===== src/sv/bilinear_vector_field_sample_top_defines.svh =====
// Assertion macros shared by the block's checks.
`ifndef BILINEAR_VECTOR_FIELD_SAMPLE_TOP_DEFINES_SVH
`define BILINEAR_VECTOR_FIELD_SAMPLE_TOP_DEFINES_SVH

// Same-cycle implication, clocked on clk, off during reset.
`define BVFS_ASSERT_NOW(label, pre, post, msg) \
	label: assert property (@(posedge clk) disable iff (!arst_n) (pre) |-> (post)) \
		else $error(msg);

// Next-cycle implication, clocked on clk, off during reset.
`define BVFS_ASSERT_NEXT(label, pre, post, msg) \
	label: assert property (@(posedge clk) disable iff (!arst_n) (pre) |=> (post)) \
		else $error(msg);

`endif


===== src/sv/bvfs_pkg.sv =====
`default_nettype none
package bvfs_pkg;

	localparam int FRAC_BITS = 8;
	localparam int MAX_COLS  = 64;
	localparam int MAX_ROWS  = 64;
	localparam int MIN_DIM   = 3;

	localparam int POS_W  = 14;
	localparam int CELL_W = 6;
	localparam int G_W    = 16;
	localparam int CFG_W  = 7;
	localparam int WORD_W = 2 * G_W;

	localparam int COL_W  = $clog2(MAX_COLS);
	localparam int ROW_W  = $clog2(MAX_ROWS);
	localparam int DEPTH  = MAX_COLS * MAX_ROWS;
	localparam int ADDR_W = $clog2(DEPTH);

	// offset tx/ty, first-level diff, first-level lerp, second-level diff and lerp
	localparam int T_W  = POS_W + 1;
	localparam int D1_W = G_W + 1;
	localparam int L1_W = D1_W + T_W + 1;
	localparam int D2_W = L1_W + 1;
	localparam int P_W  = D2_W + T_W;
	localparam int L2_W = P_W + 1;
	localparam int SH_W = L2_W - 2 * FRAC_BITS;

	localparam int SAT_MAX = 2 ** (G_W - 1) - 1;
	localparam int SAT_MIN = -(2 ** (G_W - 1));

	localparam logic KIND_QUERY = 1'b0;
	localparam logic KIND_WRITE = 1'b1;

	localparam logic REG_GRID_COLS = 1'b0;
	localparam logic REG_GRID_ROWS = 1'b1;

	localparam int STEP_W = 3;
	localparam logic [STEP_W-1:0] STEP_TOP_X = 3'd0;
	localparam logic [STEP_W-1:0] STEP_TOP_Y = 3'd1;
	localparam logic [STEP_W-1:0] STEP_BOT_X = 3'd2;
	localparam logic [STEP_W-1:0] STEP_BOT_Y = 3'd3;
	localparam logic [STEP_W-1:0] STEP_VAL_X = 3'd4;
	localparam logic [STEP_W-1:0] STEP_VAL_Y = 3'd5;

	// sequencing from the controller to the lerp unit
	typedef struct packed {
		logic              cap;
		logic [1:0]        cap_idx;
		logic              diff;
		logic              mac;
		logic [STEP_W-1:0] step;
		logic              fin;
	} lerp_ctl_t;

endpackage
`default_nettype wire


===== src/sv/bvfs_lerp.sv =====
`default_nettype none
module bvfs_lerp import bvfs_pkg::*; (
	input  wire logic                    clk,
	input  wire logic                    arst_n,
	input  wire lerp_ctl_t               ctl,
	input  wire logic [WORD_W-1:0]       rdata,
	input  wire logic signed [T_W-1:0]   tx,
	input  wire logic signed [T_W-1:0]   ty,
	output logic signed [G_W-1:0]        field_x,
	output logic signed [G_W-1:0]        field_y,
	output logic                         clipped,
	output logic                         done
);

	logic [WORD_W-1:0] g_q [4];
	logic signed [L1_W-1:0] top_x_q, top_y_q, bot_x_q, bot_y_q;
	logic signed [L2_W-1:0] val_x_q, val_y_q;
	logic signed [L1_W-1:0] base_d, other_d, base_q;
	logic signed [D2_W-1:0] diff_q;
	logic signed [T_W-1:0] t_d, t_q;
	logic signed [P_W-1:0] prod;
	logic signed [L2_W-1:0] acc;
	logic [G_W:0] sat_x, sat_y;
	logic signed [G_W-1:0] field_x_q, field_y_q;
	logic clipped_q, done_q;

	function automatic logic signed [L1_W-1:0] lo16(input logic [WORD_W-1:0] w);
		return L1_W'($signed(w[G_W-1:0]));
	endfunction

	function automatic logic signed [L1_W-1:0] hi16(input logic [WORD_W-1:0] w);
		return L1_W'($signed(w[WORD_W-1:G_W]));
	endfunction

	// floor by the two fraction scalings, then clip to 16 bits; msb is the clip flag
	function automatic logic [G_W:0] sat16(input logic signed [L2_W-1:0] v);
		logic signed [SH_W-1:0] s;
		logic [G_W:0] r;
		s = SH_W'(v >>> (2 * FRAC_BITS));
		if (s > $signed(SH_W'(SAT_MAX))) begin
			r = {1'b1, G_W'(SAT_MAX)};
		end else if (s < $signed(SH_W'(SAT_MIN))) begin
			r = {1'b1, G_W'(SAT_MIN)};
		end else begin
			r = {1'b0, s[G_W-1:0]};
		end
		return r;
	endfunction

	always_comb begin
		case (ctl.step)
			STEP_TOP_X: begin base_d = lo16(g_q[0]); other_d = lo16(g_q[1]); t_d = tx; end
			STEP_TOP_Y: begin base_d = hi16(g_q[0]); other_d = hi16(g_q[1]); t_d = tx; end
			STEP_BOT_X: begin base_d = lo16(g_q[2]); other_d = lo16(g_q[3]); t_d = tx; end
			STEP_BOT_Y: begin base_d = hi16(g_q[2]); other_d = hi16(g_q[3]); t_d = tx; end
			STEP_VAL_X: begin base_d = top_x_q; other_d = bot_x_q; t_d = ty; end
			STEP_VAL_Y: begin base_d = top_y_q; other_d = bot_y_q; t_d = ty; end
			default: begin base_d = '0; other_d = '0; t_d = '0; end
		endcase
	end

	assign prod = diff_q * t_q;
	assign acc  = (L2_W'(base_q) <<< FRAC_BITS) + L2_W'(prod);
	assign sat_x = sat16(val_x_q);
	assign sat_y = sat16(val_y_q);

	always_ff @(posedge clk) begin
		if (ctl.cap) begin
			g_q[ctl.cap_idx] <= rdata;
		end
		if (ctl.diff) begin
			base_q <= base_d;
			diff_q <= D2_W'(other_d) - D2_W'(base_d);
			t_q    <= t_d;
		end
		if (ctl.mac) begin
			case (ctl.step)
				STEP_TOP_X: top_x_q <= L1_W'(acc);
				STEP_TOP_Y: top_y_q <= L1_W'(acc);
				STEP_BOT_X: bot_x_q <= L1_W'(acc);
				STEP_BOT_Y: bot_y_q <= L1_W'(acc);
				STEP_VAL_X: val_x_q <= acc;
				STEP_VAL_Y: val_y_q <= acc;
				default: ;
			endcase
		end
		if (ctl.fin) begin
			field_x_q <= sat_x[G_W-1:0];
			field_y_q <= sat_y[G_W-1:0];
			clipped_q <= sat_x[G_W] | sat_y[G_W];
		end
	end

	always_ff @(posedge clk or negedge arst_n) begin
		if (!arst_n) begin
			done_q <= 1'b0;
		end else begin
			done_q <= ctl.fin;
		end
	end

	assign field_x = field_x_q;
	assign field_y = field_y_q;
	assign clipped = clipped_q;
	assign done    = done_q;

endmodule
`default_nettype wire


===== config.mk =====
export PLATFORM = sky130hd
export DESIGN_NAME = bvfs_lerp
export DESIGN_NICKNAME = d
export VERILOG_FILES = /design/src/sv/bilinear_vector_field_sample_top_defines.svh /design/src/sv/bvfs_pkg.sv /design/src/sv/bvfs_lerp.sv
export SDC_FILE = /design/constraint.sdc
export NUM_CORES = 2
export LEC_CHECK = 0
export ABC_AREA = 1
export BUFFER_PORTS_ARGS = -buffer_cell sky130_fd_sc_hd__buf_2
export CELL_PAD_IN_SITES_DETAIL_PLACEMENT = 0
export CELL_PAD_IN_SITES_GLOBAL_PLACEMENT = 1
export CORE_ASPECT_RATIO = 1.25
export CORE_MARGIN = 1
export CORE_UTILIZATION = 40
export CTS_BUF_LIST = sky130_fd_sc_hd__clkbuf_4
export DETAILED_ROUTE_END_ITERATION = 10
export HOLD_SLACK_MARGIN = 0.06
export MAX_ROUTING_LAYER = met4
export PLACE_DENSITY = 0.76
export SLEW_MARGIN = 20
export SYNTH_ARGS = -nofsm -noshare
export SYNTH_HDL_FRONTEND = slang
export SYNTH_SLANG_ARGS = --single-unit

===== constraint.sdc =====
create_clock -name clk -period 11.48 [get_ports clk]
set_clock_uncertainty 0.1 [all_clocks]
set_input_delay 0.574 -clock clk [delete_from_list [all_inputs] [get_ports clk]]
set_output_delay 0.574 -clock clk [all_outputs]
set_load 0.005 [all_outputs]

# Yosys cells after proc, flatten, opt, wreduce, memory -nomap -nowiden
# Memory sizes are Yosys's and may differ from the RTL's.
# Cells that the tools add are included.
[totals] regBits=348 ramBits=128 mem_count=1
[memory_table] name="g_q" words=4 word_bits=32 rd=4 rd_clocked_by_memory_dff=0 write_ports=1 line_no="bvfs_lerp.sv:15" rtl="logic [WORD_W-1:0] g_q [4];"
[op_classes] addsub=2 n_mul=1 magnitude_cmp=4 n_eq_ne=5 muxes=9 bitwise_logic=1 reduce_logical=9
[op_table] op="$pmux W33 S6" count=2
[op_table] op="$gt A34 B16 Y1 const B" count=2
[op_table] op="$lt A34 B16 Y1 const B" count=2
[op_table] op="$mux W17" count=4
[op_table] op="$add A41 B49 Y50" count=1
[op_table] op="$mul A34 B15 Y49" count=1
[op_table] op="$sub A33 B33 Y34" count=1
[op_table] op="$pmux W15 S2" count=1
[op_table] op="$reduce_and A2 Y1" count=6
[op_table] op="$eq A3 B2 Y1 const B" count=2
[op_table] op="$eq A3 B3 Y1 const B" count=2
[op_table] op="$reduce_or A4 Y1" count=1
[op_table] op="$eq A3 B1 Y1 const B" count=1
[op_table] op="$logic_not A3 Y1" count=1
[op_table] op="$mux W1" count=2
[op_table] op="$reduce_or A2 Y1" count=1
[op_table] op="$or A1 B1 Y1" count=1

# Depth between registers and ports, before layout
[logic_depth] word_depth=4 depth_mapped=27 ltp_nobuf=25

# Least setup slack after synthesis
# No wires, ideal clock.
[synth_path] path_kind="register to register" start="register diff_q[33]" end="register val_x_q[48] (data pin)" setup_time_ns=0.257 arrival_time_ns=5.496 setup_slack_ns=5.627 path_stages_with_launch=22 n_path_buf=1 synth_period_minus_slack_ns=5.853 path_cell_list="edfxtp_1 > clkbuf_1 > nand2_1 > inv_1 > fa_1 > inv_1 > fa_1 > inv_1 > fa_1 > inv_1 > fa_1 > inv_1 > fa_1 > fa_1 > ha_1 > nand2_1 > nor3_1 > nand2_1 > nor2_1 > nand2_1 > nand4_1 > nand2_1"
[synth_between] elab_chain_cells=2
[synth_rtl] element="start: declaration" line_no="bvfs_lerp.sv:19" rtl="logic signed [D2_W-1:0] diff_q;"
[synth_rtl] element="start signal: assignment" line_no="bvfs_lerp.sv:73" rtl="diff_q <= D2_W'(other_d) - D2_W'(base_d);"
[synth_rtl] element="$mul A34 B15 Y49" line_no="bvfs_lerp.sv:62" rtl="assign prod = diff_q * t_q;"
[synth_rtl] element="$add A41 B49 Y50" line_no="bvfs_lerp.sv:63" rtl="assign acc = (L2_W'(base_q) <<< FRAC_BITS) + L2_W'(prod);"
[synth_rtl] element="named net acc[48]" line_no="bvfs_lerp.sv:22" rtl="logic signed [L2_W-1:0] acc;"
[synth_rtl] element="end signal: assignment" line_no="bvfs_lerp.sv:82" rtl="STEP_VAL_X: val_x_q <= acc;"
[synth_rtl] element="end: declaration" line_no="bvfs_lerp.sv:17" rtl="logic signed [L2_W-1:0] val_x_q, val_y_q;"
# The timed path passes the listed nets, and every way through them passes these cells.
# A chain may end at the register's enable or synchronous reset.

# Worst setup path in the final report
[layout_path] start="register t_q[0]" end="register val_y_q[25] (data pin)"
[layout_between] elab_chain_cells=2
[layout_rtl] element="start: declaration" line_no="bvfs_lerp.sv:20" rtl="logic signed [T_W-1:0] t_d, t_q;"
[layout_rtl] element="start signal: assignment" line_no="bvfs_lerp.sv:74" rtl="t_q <= t_d;"
[layout_rtl] element="$mul A34 B15 Y49" line_no="bvfs_lerp.sv:62"
[layout_rtl] element="$add A41 B49 Y50" line_no="bvfs_lerp.sv:63"
[layout_rtl] element="named net acc[25]" line_no="bvfs_lerp.sv:22"
[layout_rtl] element="end signal: assignment" line_no="bvfs_lerp.sv:83" rtl="STEP_VAL_Y: val_y_q <= acc;"
[layout_rtl] element="end: declaration" line_no="bvfs_lerp.sv:17"
# The timed path passes the listed nets, and every way through them passes these cells.

==> impl_results.md <==
- Filler cells: 9404
- Clock-pin slew on the worst setup and hold paths: 0.08 ns
- Slew Limit Fails: 0
- Largest area contributor in the netlist: edfxtp_1
- CTS tree: yes
- Number of synthesized flops with an enable pin: 443
- RSZ-0062 raised after global routing: no
- Total number of H-tree levels: 3
- Post-Synthesis Cell Area: 0.0389 mm^2
- Worst Setup Path Type: reg -> reg
- Status: completed
- Mux share of post-synthesis cell area: 0
- Boundary Pins: 107
- CP max FO: 30
- First-pass GRT wire length: between 150000 and 200000 um
- Hold_sp: ctl[7]
- Critical path data arrival time: 7.89 ns
- Hold Path Depth: 3
- Max-Cap Viols: 0
- Final period util: 0.642
- Fin. Hold Viols: 0
- Drt wl/cell: 18.7 um
- Finish-stage setup viols: 0
- Achievable clock frequency: ~140 MHz
- Post-route minimum period: 7.38 ns
- R2R Path End: val_y_q[25]
- Top cells by area, synth: edfxtp_1, fa_1, nand2_1
- DRT Pass-1 Iters: 5
- GRT overflow: 0
- Synth warn: 0
- Initial antenna violation count: 8
- CP endpoint kind: register
- Simple-gate share of the synthesized area: 0.188
- Adder-cell share of the synthesized area: 0.312
- Worst-skew pair later-pin latency: 1.03 ns
- Routed wire length: 111000 um
- Largest family of logic cells by synthesized area: adder cells
- Core Box Area: roughly 0.096 mm^2
- Synth top cells by count: nand2_1, inv_1, fa_1, edfxtp_1, nand3_1
- Largest net degree at the start of global routing: 68
- Die X: 281 um
- Placer congestion estimate: 1.01
- Post-synth top area share: 0.342
- Max incr delay on CP: 0.75 ns
- Reg area: 0.0133 mm^2
- Antenna Nets Post-Route: 0
- Measured slew at the worst slew-check pin: approximately 1.1 ns
- Post-Synth XOR/XNOR Area: 0.0104
- Remaining DRCs: 0
- Num CTS Buffers: about 110
- FP Rows: 127
- Count leader, synth: nand2_1
- Bufs and invs on worst path: 5
- Die Area: 0.0986 mm^2
- Num Clock Sinks: 444
- Fin Hold WS: 0.153 ns
- Yosys cell types: 38
- Detail Placement HPWL: 87300 um
- Async SR Flop Fraction: 0.00225
- Fin nets: about 5300
- DRT iter0 DRCs: 1808
- PortBufs: between 100 and 150
- Register area share after synthesis: 0.342
- Via count of the first global-routing pass: 30200
- Worst setup SP type: register
- Worst-case clock buffer depth: 3
- Setup TNS: 0 ns
- Area delta synth->final: 10.8%
- Reg2reg setup slack: ~4 ns
- Share of layout cells above drive strength 1: 0.0812
- CP max-delay cell: xor2_1
- Root Buffer: clkbuf_4
- Ys flop type: edfxtp_1
- DR vias: ~29000
- Worst slew margin: 0.282
- Reg-to-Reg Start: t_q[0]
- Syn_area_per_cell: 8.95 um^2
- Area of the multi-input gates: 0.0209 mm^2
- Worst path top cell family by delay: adder cells
- Cts repair resizes: 0
- Hold endpoint: g_q[1][9]
- Syn Inst Count: 4350
- Chip height: 351 um
- Initial Util: 0.405
- Worst r2r path cells: 21
- Synth Net Count: 5085
- Via/cell ratio: just under 5
- Critical Path, Cell by Cell: buf_4 > nand2_1 > fa_1 > fa_1 > fa_1 > inv_1 > fa_1 > fa_1 > inv_1 > fa_1 > inv_1 > ha_1 > nand2_1 > nor2_1 > inv_1 > nor3_1 > nand2_1 > nand2_1 > nand2_1 > nand2_1 > xor2_1
- GRT Resource Usage Total: 0.242
- Tightest Hold Check Type: in -> reg
- Complex-gate fraction of the synthesized area: 0.0252
- Yosys reg bits: about 440
- Worst EP required: 11.99 ns
[layout by cell type, fill, tap and decap left out, types with 3 or more instances in the layout]
| cell | n |
|---|---|
| clkinv_2 | 13 |
| edfxtp_1 | 443 |
| nand4_1 | 28 |
| nor4_1 | 4 |
| nand3b_1 | 8 |
| a221oi_1 | 11 |
| buf_2 | 105 |
| nor3_1 | 24 |
| fa_1 | 514 |
| nor3_2 | 4 |
| and3_1 | 14 |
| nor2_2 | 10 |
| dlygate4sd3_1 | 69 |
| inv_1 | 1101 |
| a21o_1 | 4 |
| nand3_1 | 244 |
| ha_1 | 148 |
| clkinv_1 | 32 |
| o21ai_0 | 17 |
| a21oi_1 | 61 |
| or2_2 | 9 |
| inv_2 | 14 |
| diode_2 | 10 |
| xnor2_1 | 3 |
| o2111a_1 | 11 |
| a22oi_1 | 5 |
| nor2_4 | 6 |
| nand2_1 | 1249 |
| buf_4 | 39 |
| clkbuf_4 | 159 |
| o21bai_1 | 6 |
| xor2_1 | 42 |
| nor2_1 | 189 |
| a22o_1 | 23 |
[worst min-delay path: cells and delay by family]
family,cells,cell delay (ns)
and+or+nand+nor,1,0.04
buffers and inverters,2,0.37
[what timing repair did]
| action | in CTS | in global routing |
|---|---|---|
| hold buffers | 69 | 0 |
| hold endpoints to repair | 161 | 0 |
| setup buffers | 0 | 0 |
[how the worst max path moves through the flow]
stage	from	to	slack, ns	depth (start not counted)
floorplan	diff_q[33]	val_x_q[48]	5.63	21
global placement	t_q[0]	val_x_q[25]	4.32	21
detailed placement	t_q[0]	val_x_q[25]	4.25	21
CTS	diff_q[13]	top_y_q[25]	4.14	20
global route	t_q[6]	bot_x_q[25]	3.82	23
finish	t_q[0]	val_y_q[25]	4.10	21
[layout make-up]
| cell class | count | share of cell area |
|---|---|---|
| Antenna cell | 10 | 0.000580 |
| Clock buffer | 159 | 0.0277 |
| Clock inverter | 53 | 0.00731 |
| Inverter | 1115 | 0.0971 |
| Multi-Input combinational cell | 2647 | 0.485 |
| Sequential cell | 444 | 0.309 |
| Tap cell | 1290 | 0.0374 |
| Timing Repair Buffer | 214 | 0.0356 |
[kinds of logic (layout without fill, tap and decap cells)]
kind of cell	after synthesis	count (layout)
and+or+nand+nor	1795	1795
adders and majority gates	662	662
buffers and inverters	1259	1541
DFF	444	444
AOI/OAI and AO/OA	144	144
xor gates and xnor gates	46	46
other	0	10
[routing by layer]
layer,vias to the layer above,share of wire,GRT usage,wire length [um]
met5,-,0,-,0
met4,0,0.037,0.0893,4130
met3,209,0.041,0.0276,4510
met2,697,0.50,0.410,56000
met1,14100,0.42,0.296,46300
li1,13500,-,-,-
[stage by stage]
| stage | cells | utilization | worst slack (ns) | area, um^2 |
|---|---|---|---|---|
| after floorplan | 4350 | - | 5.63 | 38900 |
| after global placement | 5640 | 0.425 | 4.32 | 40800 |
| after detailed placement | 5640 | 0.425 | 4.25 | 40900 |
| after CTS | 5921 | 0.448 | 4.14 | 43100 |
| after global routing | 5931 | 0.448 | 3.82 | 43100 |
| final | 5932 | 0.448 | 4.10 | 43100 |
[flip-flops by register name (all words and copies together), names as in the netlist, 33 cells and up]
| signal | count |
|---|---|
| base_q | 33 |
| bot_x_q | 33 |
| bot_y_q | 33 |
| val_x_q | 34 |
| top_x_q | 33 |
| diff_q | 34 |
| g_q | 128 |
| val_y_q | 34 |
| top_y_q | 33 |
Power is left out: the tool's default activity adds up to more than one toggle a clock period on the data nets, which glitch-free logic cannot reach.
