<file path="config.mk">
export PLATFORM = sky130hd
export DESIGN_NAME = bvfs_ctrl
export DESIGN_NICKNAME = d
export VERILOG_FILES = /design/src/sv/bilinear_vector_field_sample_top_defines.svh /design/src/sv/bvfs_pkg.sv /design/src/sv/bvfs_ctrl.sv
export SDC_FILE = /design/constraint.sdc
export NUM_CORES = 1
export LEC_CHECK = 0
export ABC_AREA = 1
export BUFFER_PORTS_ARGS = -buffer_cell sky130_fd_sc_hd__buf_4
export CAP_MARGIN = 15
export CORE_ASPECT_RATIO = 0.8
export CORE_MARGIN = 8
export CORE_UTILIZATION = 56
export DETAILED_ROUTE_END_ITERATION = 12
export PLACE_DENSITY = 0.95
export SLEW_MARGIN = 20
export SYNTH_ARGS = -nofsm -noshare
export SYNTH_HDL_FRONTEND = slang
export SYNTH_SLANG_ARGS = --single-unit
</file>
<file path="constraint.sdc">
create_clock -name clk -period 7.45 [get_ports clk]
set_input_delay 1.49 -clock clk [delete_from_list [all_inputs] [get_ports clk]]
set_output_delay 1.49 -clock clk [all_outputs]
set_load 0.01 [all_outputs]
</file>
<file path="src/sv/bilinear_vector_field_sample_top_defines.svh">
// Assertion macros shared by the block's checks.
`ifndef BILINEAR_VECTOR_FIELD_SAMPLE_TOP_DEFINES_SVH
`define BILINEAR_VECTOR_FIELD_SAMPLE_TOP_DEFINES_SVH

// Same-cycle implication, clocked on clk, off during reset.
`define BVFS_ASSERT_NOW(label, pre, post, msg) \
	label: assert property (@(posedge clk) disable iff (!arst_n) (pre) |-> (post)) \
		else $error(msg);

// Next-cycle implication, clocked on clk, off during reset.
`define BVFS_ASSERT_NEXT(label, pre, post, msg) \
	label: assert property (@(posedge clk) disable iff (!arst_n) (pre) |=> (post)) \
		else $error(msg);

`endif

</file>
<file path="src/sv/bvfs_pkg.sv">
`default_nettype none
package bvfs_pkg;

	localparam int FRAC_BITS = 8;
	localparam int MAX_COLS  = 64;
	localparam int MAX_ROWS  = 64;
	localparam int MIN_DIM   = 3;

	localparam int POS_W  = 14;
	localparam int CELL_W = 6;
	localparam int G_W    = 16;
	localparam int CFG_W  = 7;
	localparam int WORD_W = 2 * G_W;

	localparam int COL_W  = $clog2(MAX_COLS);
	localparam int ROW_W  = $clog2(MAX_ROWS);
	localparam int DEPTH  = MAX_COLS * MAX_ROWS;
	localparam int ADDR_W = $clog2(DEPTH);

	// offset tx/ty, first-level diff, first-level lerp, second-level diff and lerp
	localparam int T_W  = POS_W + 1;
	localparam int D1_W = G_W + 1;
	localparam int L1_W = D1_W + T_W + 1;
	localparam int D2_W = L1_W + 1;
	localparam int P_W  = D2_W + T_W;
	localparam int L2_W = P_W + 1;
	localparam int SH_W = L2_W - 2 * FRAC_BITS;

	localparam int SAT_MAX = 2 ** (G_W - 1) - 1;
	localparam int SAT_MIN = -(2 ** (G_W - 1));

	localparam logic KIND_QUERY = 1'b0;
	localparam logic KIND_WRITE = 1'b1;

	localparam logic REG_GRID_COLS = 1'b0;
	localparam logic REG_GRID_ROWS = 1'b1;

	localparam int STEP_W = 3;
	localparam logic [STEP_W-1:0] STEP_TOP_X = 3'd0;
	localparam logic [STEP_W-1:0] STEP_TOP_Y = 3'd1;
	localparam logic [STEP_W-1:0] STEP_BOT_X = 3'd2;
	localparam logic [STEP_W-1:0] STEP_BOT_Y = 3'd3;
	localparam logic [STEP_W-1:0] STEP_VAL_X = 3'd4;
	localparam logic [STEP_W-1:0] STEP_VAL_Y = 3'd5;

	// sequencing from the controller to the lerp unit
	typedef struct packed {
		logic              cap;
		logic [1:0]        cap_idx;
		logic              diff;
		logic              mac;
		logic [STEP_W-1:0] step;
		logic              fin;
	} lerp_ctl_t;

endpackage
`default_nettype wire

</file>
<file path="src/sv/bvfs_ctrl.sv">
`default_nettype none
module bvfs_ctrl import bvfs_pkg::*; (
	input  wire logic                    clk,
	input  wire logic                    arst_n,
	input  wire logic                    start,
	input  wire logic                    kind,
	input  wire logic [POS_W-1:0]        pos_x,
	input  wire logic [POS_W-1:0]        pos_y,
	input  wire logic [CFG_W-1:0]        grid_cols,
	input  wire logic [CFG_W-1:0]        grid_rows,
	output logic                         busy,
	output logic      [ADDR_W-1:0]       raddr,
	output lerp_ctl_t                    ctl,
	output logic signed [T_W-1:0]        tx,
	output logic signed [T_W-1:0]        ty
);

	typedef enum logic [4:0] {
		S_IDLE = 5'b00001,
		S_READ = 5'b00010,
		S_DIFF = 5'b00100,
		S_MAC  = 5'b01000,
		S_OUT  = 5'b10000
	} state_t;

	state_t state_q, state_d;
	logic [STEP_W-1:0] cnt_q, cnt_d;
	logic [COL_W-1:0] xs_q, xs_d;
	logic [ROW_W-1:0] ys_q, ys_d;
	logic signed [T_W-1:0] tx_q, ty_q, tx_d, ty_d;
	logic [CFG_W-1:0] cols_c, rows_c, fx, fy, cx, cy;
	logic [T_W-1:0] xs_sh, ys_sh;
	logic [COL_W-1:0] rd_col;
	logic [ROW_W-1:0] rd_row;
	logic q_acc;

	assign q_acc = start && (state_q == S_IDLE) && (kind == KIND_QUERY);

	// base cell and offset of the query
	always_comb begin
		cols_c = (grid_cols < CFG_W'(MIN_DIM)) ? CFG_W'(MIN_DIM) :
			(grid_cols > CFG_W'(MAX_COLS)) ? CFG_W'(MAX_COLS) : grid_cols;
		rows_c = (grid_rows < CFG_W'(MIN_DIM)) ? CFG_W'(MIN_DIM) :
			(grid_rows > CFG_W'(MAX_ROWS)) ? CFG_W'(MAX_ROWS) : grid_rows;
		fx = CFG_W'(pos_x >> FRAC_BITS);
		fy = CFG_W'(pos_y >> FRAC_BITS);
		cx = (fx < CFG_W'(1)) ? CFG_W'(1) : (fx > cols_c - CFG_W'(2)) ? cols_c - CFG_W'(2) : fx;
		cy = (fy < CFG_W'(1)) ? CFG_W'(1) : (fy > rows_c - CFG_W'(2)) ? rows_c - CFG_W'(2) : fy;
		xs_d = COL_W'(cx);
		ys_d = ROW_W'(cy);
		xs_sh = T_W'(xs_d) << FRAC_BITS;
		ys_sh = T_W'(ys_d) << FRAC_BITS;
		tx_d = $signed(T_W'(pos_x)) - $signed(xs_sh);
		ty_d = $signed(T_W'(pos_y)) - $signed(ys_sh);
	end

	always_comb begin
		state_d = state_q;
		cnt_d   = cnt_q;
		case (state_q)
			S_IDLE: begin
				if (q_acc) begin
					state_d = S_READ;
					cnt_d   = '0;
				end
			end
			S_READ: begin
				if (cnt_q == STEP_W'(4)) begin
					state_d = S_DIFF;
					cnt_d   = '0;
				end else begin
					cnt_d = cnt_q + STEP_W'(1);
				end
			end
			S_DIFF: state_d = S_MAC;
			S_MAC: begin
				if (cnt_q == STEP_VAL_Y) begin
					state_d = S_OUT;
				end else begin
					state_d = S_DIFF;
					cnt_d   = cnt_q + STEP_W'(1);
				end
			end
			S_OUT: state_d = S_IDLE;
			default: state_d = S_IDLE;
		endcase
	end

	always_ff @(posedge clk or negedge arst_n) begin
		if (!arst_n) begin
			state_q <= S_IDLE;
			cnt_q   <= '0;
		end else begin
			state_q <= state_d;
			cnt_q   <= cnt_d;
		end
	end

	always_ff @(posedge clk) begin
		if (q_acc) begin
			xs_q <= xs_d;
			ys_q <= ys_d;
			tx_q <= tx_d;
			ty_q <= ty_d;
		end
	end

	// corner order: base, right, below, below right
	assign rd_col = xs_q + COL_W'(cnt_q[0]);
	assign rd_row = ys_q + ROW_W'(cnt_q[1]);
	assign raddr  = ADDR_W'(rd_row) * ADDR_W'(MAX_COLS) + ADDR_W'(rd_col);

	always_comb begin
		ctl.cap     = (state_q == S_READ) && (cnt_q != '0);
		ctl.cap_idx = cnt_q[1:0] - 2'd1;
		ctl.diff    = (state_q == S_DIFF);
		ctl.mac     = (state_q == S_MAC);
		ctl.step    = cnt_q;
		ctl.fin     = (state_q == S_OUT);
	end

	assign busy = (state_q != S_IDLE);
	assign tx   = tx_q;
	assign ty   = ty_q;

endmodule
`default_nettype wire

</file>
# --- After elaboration in Yosys (flattened, before gate mapping) ---
# Cells that the tools add are included.
# Widths: inputs -> output; s select.
totals:
  regBits: 50
  latchBits: 0
  ram_bits: 0
  mem_bits_ro: 0
  in_bits: 46
  out_inout_bits: 52
  wordCells: 58
  memories: 0
classes:
  addsub: 9
  mul: 0
  div_mod_pow: 0
  order_cmp: 8
  eq_ne: 11
  shifts: 0
  muxes: 16
  n_bitwise: 1
  n_reduce_logical: 7
op_table:
  columns: ["operator", "count"]
  rows:
  - ["$sub 14x14->15", 2]
  - ["$mux 7", 4]
  - ["$mux 6", 4]
  - ["$pmux 5 s4", 1]
  - ["$mux 5", 3]
  - ["$gt 6x7->1", 2]
  - ["$gt 7x7->1 const B", 2]
  - ["$lt 7x2->1 const B", 2]
  - ["$sub 7x2->7 const B", 2]
  - ["$add 12x6->12", 1]
  - ["$add 6x1->6", 2]
  - ["$lt 6x1->1 const B", 2]
  - ["$mux 3", 3]
  - ["$pmux 3 s3", 1]
  - ["$eq 3x3->1 const B", 2]
  - ["$ne 2x2->1 const B", 3]
  - ["$reduce_bool 3->1", 2]
  - ["$eq 5x1->1 const B", 1]
  - ["$eq 5x2->1 const B", 1]
  - ["$eq 5x3->1 const B", 1]
  - ["$eq 5x4->1 const B", 1]
  - ["$eq 5x5->1 const B", 1]
  - ["$ne 5x1->1 const B", 1]
  - ["$add 3x1->3 const B", 1]
  - ["5 further kinds", 7]

# --- Depth between registers and ports, before layout ---
depth:
  depth_word: 8
  depth_mapped: 26
  ltp_nobuf: 26

# --- Worst setup path after synthesis ---
# No wires, ideal clock.
synth_path:
  path_kind: "input to register"
  from: "in grid_rows[5]"
  to: "reg ty_q[12], in the netlist ty[12] (data pin)"
  setup_ps: 265
  t_arrival_ps: 4240
  t_required_ps: 7185
  setup_slack_ps: 2944
  stages: 25
  n_path_buf: 0
  cell_sequence: "nor2_1 -> nand2_1 -> nand2_1 -> nand2_2 -> ha_1 -> inv_1 -> nor2_1 -> nand2_1 -> nand2_1 -> nand2_1 -> inv_1 -> ha_1 -> nand2_2 -> inv_1 -> a21oi_2 -> nand2_1 -> nand2_2 -> nand2_1 -> nand3_1 -> ha_1 -> inv_1 -> fa_1 -> a21o_1 -> a21oi_1 -> xor2_1"
synth_via:
  elab_chain_cells: 8
  elab_cells_between_ends: 9
  cone_classes: "add/sub (2); order compare (3); mux (4)"
synth_lines:
  columns: ["element", "line_no", "rtl"]
  rows:
  - ["start, declared", "bvfs_ctrl.sv:10", "input wire logic [CFG_W-1:0] grid_rows,"]
  - ["$gt 7x7->1", "bvfs_ctrl.sv:44", "(grid_rows > CFG_W'(MAX_ROWS)) ? CFG_W'(MAX_ROWS) : grid_rows;"]
  - ["$mux 7", "bvfs_ctrl.sv:44", null]
  - ["$mux 7 *", "bvfs_ctrl.sv:43", "rows_c = (grid_rows < CFG_W'(MIN_DIM)) ? CFG_W'(MIN_DIM) :"]
  - ["$sub 7x2->7 *", "bvfs_ctrl.sv:48", "cy = (fy < CFG_W'(1)) ? CFG_W'(1) : (fy > rows_c - CFG_W'(2)) ? rows_c - CFG_W'(2) : fy;"]
  - ["$gt 6x7->1", "bvfs_ctrl.sv:48", null]
  - ["$mux 6 * (2 in series)", "bvfs_ctrl.sv:48", null]
  - ["named net cy[0]", "bvfs_ctrl.sv:31", "logic [CFG_W-1:0] cols_c, rows_c, fx, fy, cx, cy;"]
  - ["$sub 14x14->15 *", "bvfs_ctrl.sv:54", "ty_d = $signed(T_W'(pos_y)) - $signed(ys_sh);"]
  - ["named net ty_d[12]", "bvfs_ctrl.sv:30", "logic signed [T_W-1:0] tx_q, ty_q, tx_d, ty_d;"]
  - ["end signal, assigned", "bvfs_ctrl.sv:104", "ty_q <= ty_d;"]
  - ["end, declared", "bvfs_ctrl.sv:30", null]
# Mark *: on every way through the listed nets, which the timed path passes. The rest lies on a longest branch.
# A chain may end at the register's enable or synchronous reset.

# --- Final worst setup path ---
layout_path:
  from: "in grid_cols[5]"
  to: "reg tx_q[14], in the netlist tx[14] (data pin)"
layout_via:
  elab_chain_cells: 8
  elab_cells_between_ends: 9
  cone_classes: "add/sub (2); order compare (3); mux (4)"
layout_lines:
  columns: ["element", "line_no", "rtl"]
  rows:
  - ["start, declared", "bvfs_ctrl.sv:9", "input wire logic [CFG_W-1:0] grid_cols,"]
  - ["$gt 7x7->1", "bvfs_ctrl.sv:42", "(grid_cols > CFG_W'(MAX_COLS)) ? CFG_W'(MAX_COLS) : grid_cols;"]
  - ["$mux 7", "bvfs_ctrl.sv:42", null]
  - ["$mux 7 *", "bvfs_ctrl.sv:41", "cols_c = (grid_cols < CFG_W'(MIN_DIM)) ? CFG_W'(MIN_DIM) :"]
  - ["$sub 7x2->7 *", "bvfs_ctrl.sv:47", "cx = (fx < CFG_W'(1)) ? CFG_W'(1) : (fx > cols_c - CFG_W'(2)) ? cols_c - CFG_W'(2) : fx;"]
  - ["$gt 6x7->1", "bvfs_ctrl.sv:47", null]
  - ["$mux 6 * (2 in series)", "bvfs_ctrl.sv:47", null]
  - ["named net cx[0]", "bvfs_ctrl.sv:31", null]
  - ["$sub 14x14->15 *", "bvfs_ctrl.sv:53", "tx_d = $signed(T_W'(pos_x)) - $signed(xs_sh);"]
  - ["named net tx_d[14]", "bvfs_ctrl.sv:30", null]
  - ["end signal, assigned", "bvfs_ctrl.sv:103", "tx_q <= tx_d;"]
  - ["end, declared", "bvfs_ctrl.sv:30", null]
# Marks and branches as above.

==> impl_table.tex <==
\begin{tabular}{lr}
\hline
Metric & Value \\
\hline
\multicolumn{2}{l}{\textbf{Status}} \\
\quad Run status & finished, final reports clean \\
\multicolumn{2}{l}{\textbf{Placement}} \\
\quad Standard cell area after detailed placement & approximately 4200 µm² \\
\quad Half-perimeter wire length after detailed placement & 6640 µm \\
\quad Quantity of I/O buffers inserted on ports & 97 \\
\quad Gpl congestion & roughly 0.92 \\
\quad Post-Place Cells & 550 \\
\multicolumn{2}{l}{\textbf{Global routing}} \\
\quad Global-route wire length before repair & 13,000 µm \\
\quad Overflow after GRT & 0 \\
\quad Antenna violations before repair & 0 \\
\quad Number of global-route vias before repair & about 2,800 \\
\quad Largest net degree at the start of global routing & 43 \\
\quad Total routing usage reported by global routing & 18.6\% \\
\multicolumn{2}{l}{\textbf{Setup path}} \\
\quad Total number of cells along the worst setup path & 24 \\
\quad Startpoint Class & input port \\
\quad Reg-to-reg critical path endpoint & ty[3]\$\_DFFE\_PP\_ \\
\quad Worst endpoint data arrival time & approximately 4.9 ns \\
\quad Start point of the critical path & grid\_cols[5] \\
\quad Worst r2r src & state\_q[3]\$\_DFFE\_PN0P\_ \\
\quad Slowest Stage Delay on Critical Path & between 0.4 and 0.5 ns \\
\quad Kind of cell adding the most delay to the critical path & simple AND/OR/NAND/NOR gates \\
\quad Worst setup path end & tx[14]\$\_DFFE\_PP\_ \\
\quad Buf+Inv Stages, Crit Path & 3 \\
\quad Most common cell type on the critical path & nand2\_1 \\
\quad List of cells traversed by the critical path & buf\_4 > nor2\_1 > nand3\_1 > nand2\_1 > nand2\_1 > ha\_1 > nand3\_1 > nand3b\_1 > nand2\_1 > ha\_1 > nand2\_1 > o21a\_1 > nand2\_1 > nand2\_2 > inv\_2 > nand2\_1 > nand3\_1 > ha\_1 > inv\_1 > fa\_1 > a21o\_1 > a21oi\_1 > o21bai\_1 > a21oi\_1 \\
\quad Critical path start-end classification & in -> reg \\
\quad Number of cells traversed by the worst register-to-register path & 6 \\
\quad Cell with the biggest individual delay on the critical path & fa\_1 \\
\quad Worst setup EP type & flip-flop \\
\quad CP required & between 7 and 8 ns \\
\quad Maximum fanout along the worst path & 9 \\
\quad Slack of the worst reg-to-reg path & about 5.4 ns \\
\multicolumn{2}{l}{\textbf{Logic synthesis}} \\
\quad Number of warning messages in the yosys log & 0 \\
\quad Most used DFF post-synth & edfxtp\_1 \\
\quad Synthesized-area fraction occupied by xor and xnor cells & approximately 5\% \\
\quad Mapped Nets & 453 \\
\quad Share of the synthesized area in the top cell type & between 30\% and 40\% \\
\quad Simple-Gate Fraction of Synth Area & 23.9\% \\
\quad Post-synth top area cell & edfxtp\_1 \\
\quad Portion of netlist area occupied by mux cells & 0\% \\
\quad Post-synth ARST share & 16.0\% \\
\quad Cell count after synthesis & roughly 370 \\
\quad Number of distinct library cell variants in the gate-level netlist after synthesis & 35 \\
\quad Main combinational cell family by area after synthesis & simple AND/OR/NAND/NOR gates \\
\quad Most instantiated cells after synthesis & nand2\_1 (82), inv\_1 (58), edfxtp\_1 (42), ha\_1 (33), nand3\_1 (29) \\
\quad Total of flip-flops plus latches after synthesis & 50 \\
\quad Proportion of synthesized chip area in sequential cells & 43.8\% \\
\quad Cell types with the largest area share after synthesis & edfxtp\_1 (38\%), ha\_1 (12\%), nand2\_1 (9.2\%), inv\_1 (6.5\%), dfrtp\_1 (5.2\%) \\
\quad EDFF count, synth & 42 \\
\quad Cell area after synthesis & 3340 µm² \\
\quad Compound-cell area share of the yosys netlist & 6.60\% \\
\quad Cell with the most instances after synthesis & nand2\_1 \\
\quad Post-synthesis share of cell area spent on full adders, half adders and majority gates & 13.6\% \\
\quad Mean instance size in the synthesized netlist & 8.97 µm² \\
\multicolumn{2}{l}{\textbf{Detailed routing}} \\
\quad Via count & roughly 2,900 \\
\quad DRC violation count after routing & 0 \\
\quad DR WL/cell & approximately 14 µm \\
\quad Routed Antenna Nets & 0 \\
\quad DR vias/cell & 5.17 \\
\quad Starting DRC count in detailed routing & 194 \\
\quad TritonRoute pass-1 iters & 5 \\
\quad Total wirelength of the detailed-routed design & 8080 µm \\
\multicolumn{2}{l}{\textbf{Power}} \\
\quad Cell-internal power & 649 µW \\
\quad Total power draw & 1.01 mW \\
\quad Power density cells & 235 nW/µm² \\
\quad Leakage & 2.18 nW \\
\quad Switching power total & around 360 µW \\
\quad Max rail drop VDD & 166 µV \\
\quad Flop pwr share & 39.4\% \\
\quad Clock share of power & 19.3\% \\
\quad Part of the power in combinational logic & 41.3\% \\
\quad Net switching fraction of the power & a little over a third \\
\multicolumn{2}{l}{\textbf{Clocking}} \\
\quad H-tree levels & 2 \\
\quad Clk\_lat worst skew & 0.30 ns \\
\quad Count of instances resized after the clock tree is built & 0 \\
\quad CTS tree & built \\
\quad Bufs on Longest Clock Path & 2 \\
\quad CTS sink count & 50 \\
\quad Clock tree root driver cell & clkbuf\_8 \\
\quad CTS hold repair buffers & 0 \\
\quad Number of setup buffers added after CTS & 0 \\
\quad Total clock buffers created by CTS & 5 \\
\quad Clock transition at the registers of the reported paths & 0.09 ns \\
\multicolumn{2}{l}{\textbf{Cells and area}} \\
\quad Number of nets in the finished design & 558 \\
\quad Layout Cell Area excl Fill & 4310 µm² \\
\quad Final Non-Filler Cells & 559 \\
\quad Area growth, synth to finish & 29.0\% \\
\quad Proportion of layout cells with a drive suffix above 1 & between 20\% and 30\% \\
\quad Antenna diode count & 0 \\
\multicolumn{2}{l}{\textbf{STA}} \\
\quad Summed negative setup slack over all endpoints & 0 ns \\
\quad Total of endpoints with negative setup slack in the final report & 0 \\
\quad Max-slew violation count & 0 \\
\quad RSZ-0062 raised after global routing & false \\
\quad Hold violation count in the final report & 0 \\
\quad Worst-Margin Slew & 0.765 ns \\
\quad Maximum clock frequency & 0.212 GHz \\
\quad Post-layout min period & around 4.7 ns \\
\quad Worst slew slack as a fraction of its limit & 48.9\% \\
\quad Portion of the clock cycle consumed by the worst path in the final layout & 63.5\% \\
\quad Post-route clock skew & 0.00443 ns \\
\multicolumn{2}{l}{\textbf{Floorplan}} \\
\quad Area of the placeable core & roughly 5800 µm² \\
\quad Area of the die & 8700 µm² \\
\quad Top-Level Pins & slightly below 100 \\
\quad Width of the die & 102 µm \\
\quad Die height & between 80 and 90 µm \\
\quad Standard-cell rows & 25 \\
\quad Initial core utilization & a little under three fifths \\
\multicolumn{2}{l}{\textbf{Min path}} \\
\quad Type of the worst min-delay path & reg -> reg \\
\multicolumn{2}{l}{\textbf{Run}} \\
\quad Number of maximum-capacitance violations & 0 \\
\hline
\end{tabular}
cells by family (layout without fill, tap and decap cells):
| group | count (synthesis) | after routing |
|---|---|---|
| adder cells (fa/ha/maj) | 35 | 35 |
| AND/OR/NAND/NOR | 170 | 170 |
| flip-flops | 50 | 50 |
| AO/OA/AOI/OAI | 35 | 35 |
| XOR/XNOR | 19 | 19 |
| buffers and inverters | 63 | 169 |
routing by layer:
metal	track usage (%)	wire length, µm
met1	24.7	3600
met2	29.3	3680
met3	5.07	728
met4	4.39	72
met5	0	0
worst min-delay path by stage:
stage	cells past startpoint	to	from
after floorplan	1	state_q[3]$_DFFE_PN0P_	state_q[3]$_DFFE_PN0P_
after global placement	1	state_q[3]$_DFFE_PN0P_	state_q[3]$_DFFE_PN0P_
after detailed placement	1	state_q[3]$_DFFE_PN0P_	state_q[3]$_DFFE_PN0P_
after CTS	1	state_q[3]$_DFFE_PN0P_	state_q[3]$_DFFE_PN0P_
after global routing	1	state_q[3]$_DFFE_PN0P_	state_q[3]$_DFFE_PN0P_
final	1	state_q[3]$_DFFE_PN0P_	state_q[3]$_DFFE_PN0P_
cell usage in the layout, fill, tap and decap left out, drive strengths merged, types with 3 or more instances in the layout:
| cell | synthesis | final |
|---|---|---|
| buf | 0 | 98 |
| nand2 | 90 | 90 |
| inv | 63 | 64 |
| edfxtp | 42 | 42 |
| ha | 33 | 33 |
| nand3 | 33 | 33 |
| nor2 | 32 | 32 |
| a21oi | 16 | 16 |
| xor2 | 15 | 15 |
| o21ai | 8 | 8 |
| dfrtp | 7 | 7 |
| clkbuf | 0 | 5 |
| nand4 | 5 | 5 |
| nor3 | 5 | 5 |
| a21o | 4 | 4 |
| xnor2 | 4 | 4 |
| nor4 | 3 | 3 |
registers in the layout, summed over array words and instances (netlist names):
| signal | cells |
|---|---|
| ty | 15 |
| tx | 15 |
| state_q | 5 |
| cnt_q | 3 |
| xs_q | 6 |
| ys_q | 6 |
power groups by stage:
stage,clock network (mW),registers (mW),logic [mW]
6_report,0.195,0.399,0.418
3_5_place_dp,0,0.405,0.414
4_1_cts,0.203,0.399,0.416
3_3_place_gp,0,0.402,0.400
5_1_grt,0.212,0.403,0.464
2_1_floorplan,0,0.413,0.241
stage by stage:
step | hold slack (ns) | worst slack (ns) | util, %
3_3_place_gp | 0.484 | 2.55 | 71.4
4_1_cts | 0.514 | 2.76 | 73.4
3_5_place_dp | 0.497 | 2.45 | 71.4
6_report | 0.521 | 2.72 | 73.6
5_1_grt | 0.562 | 2.46 | 73.6
2_1_floorplan | 0.472 | 2.94 | -
worst register-to-register path, stage by stage, from the launching register on:
cell     delay (ns)
dfrtp_1        0.43
inv_1          0.08
nand2_2        0.08
nor2_4         0.13
nand3_2        0.14
nor2_4         0.61
buf_8          0.27
layout make-up:
type / count / area [µm²]
multi-input cells: 259 / 1640
flip-flops and latches: 50 / 1460
repair buffers: 98 / 743
well taps: 81 / 101
clock inverters: 3 / 47.5
inverters: 63 / 239
fillers: 429 / 1540
clock buffers: 5 / 68.8
Note: power is estimated with default switching activity, not from simulation.
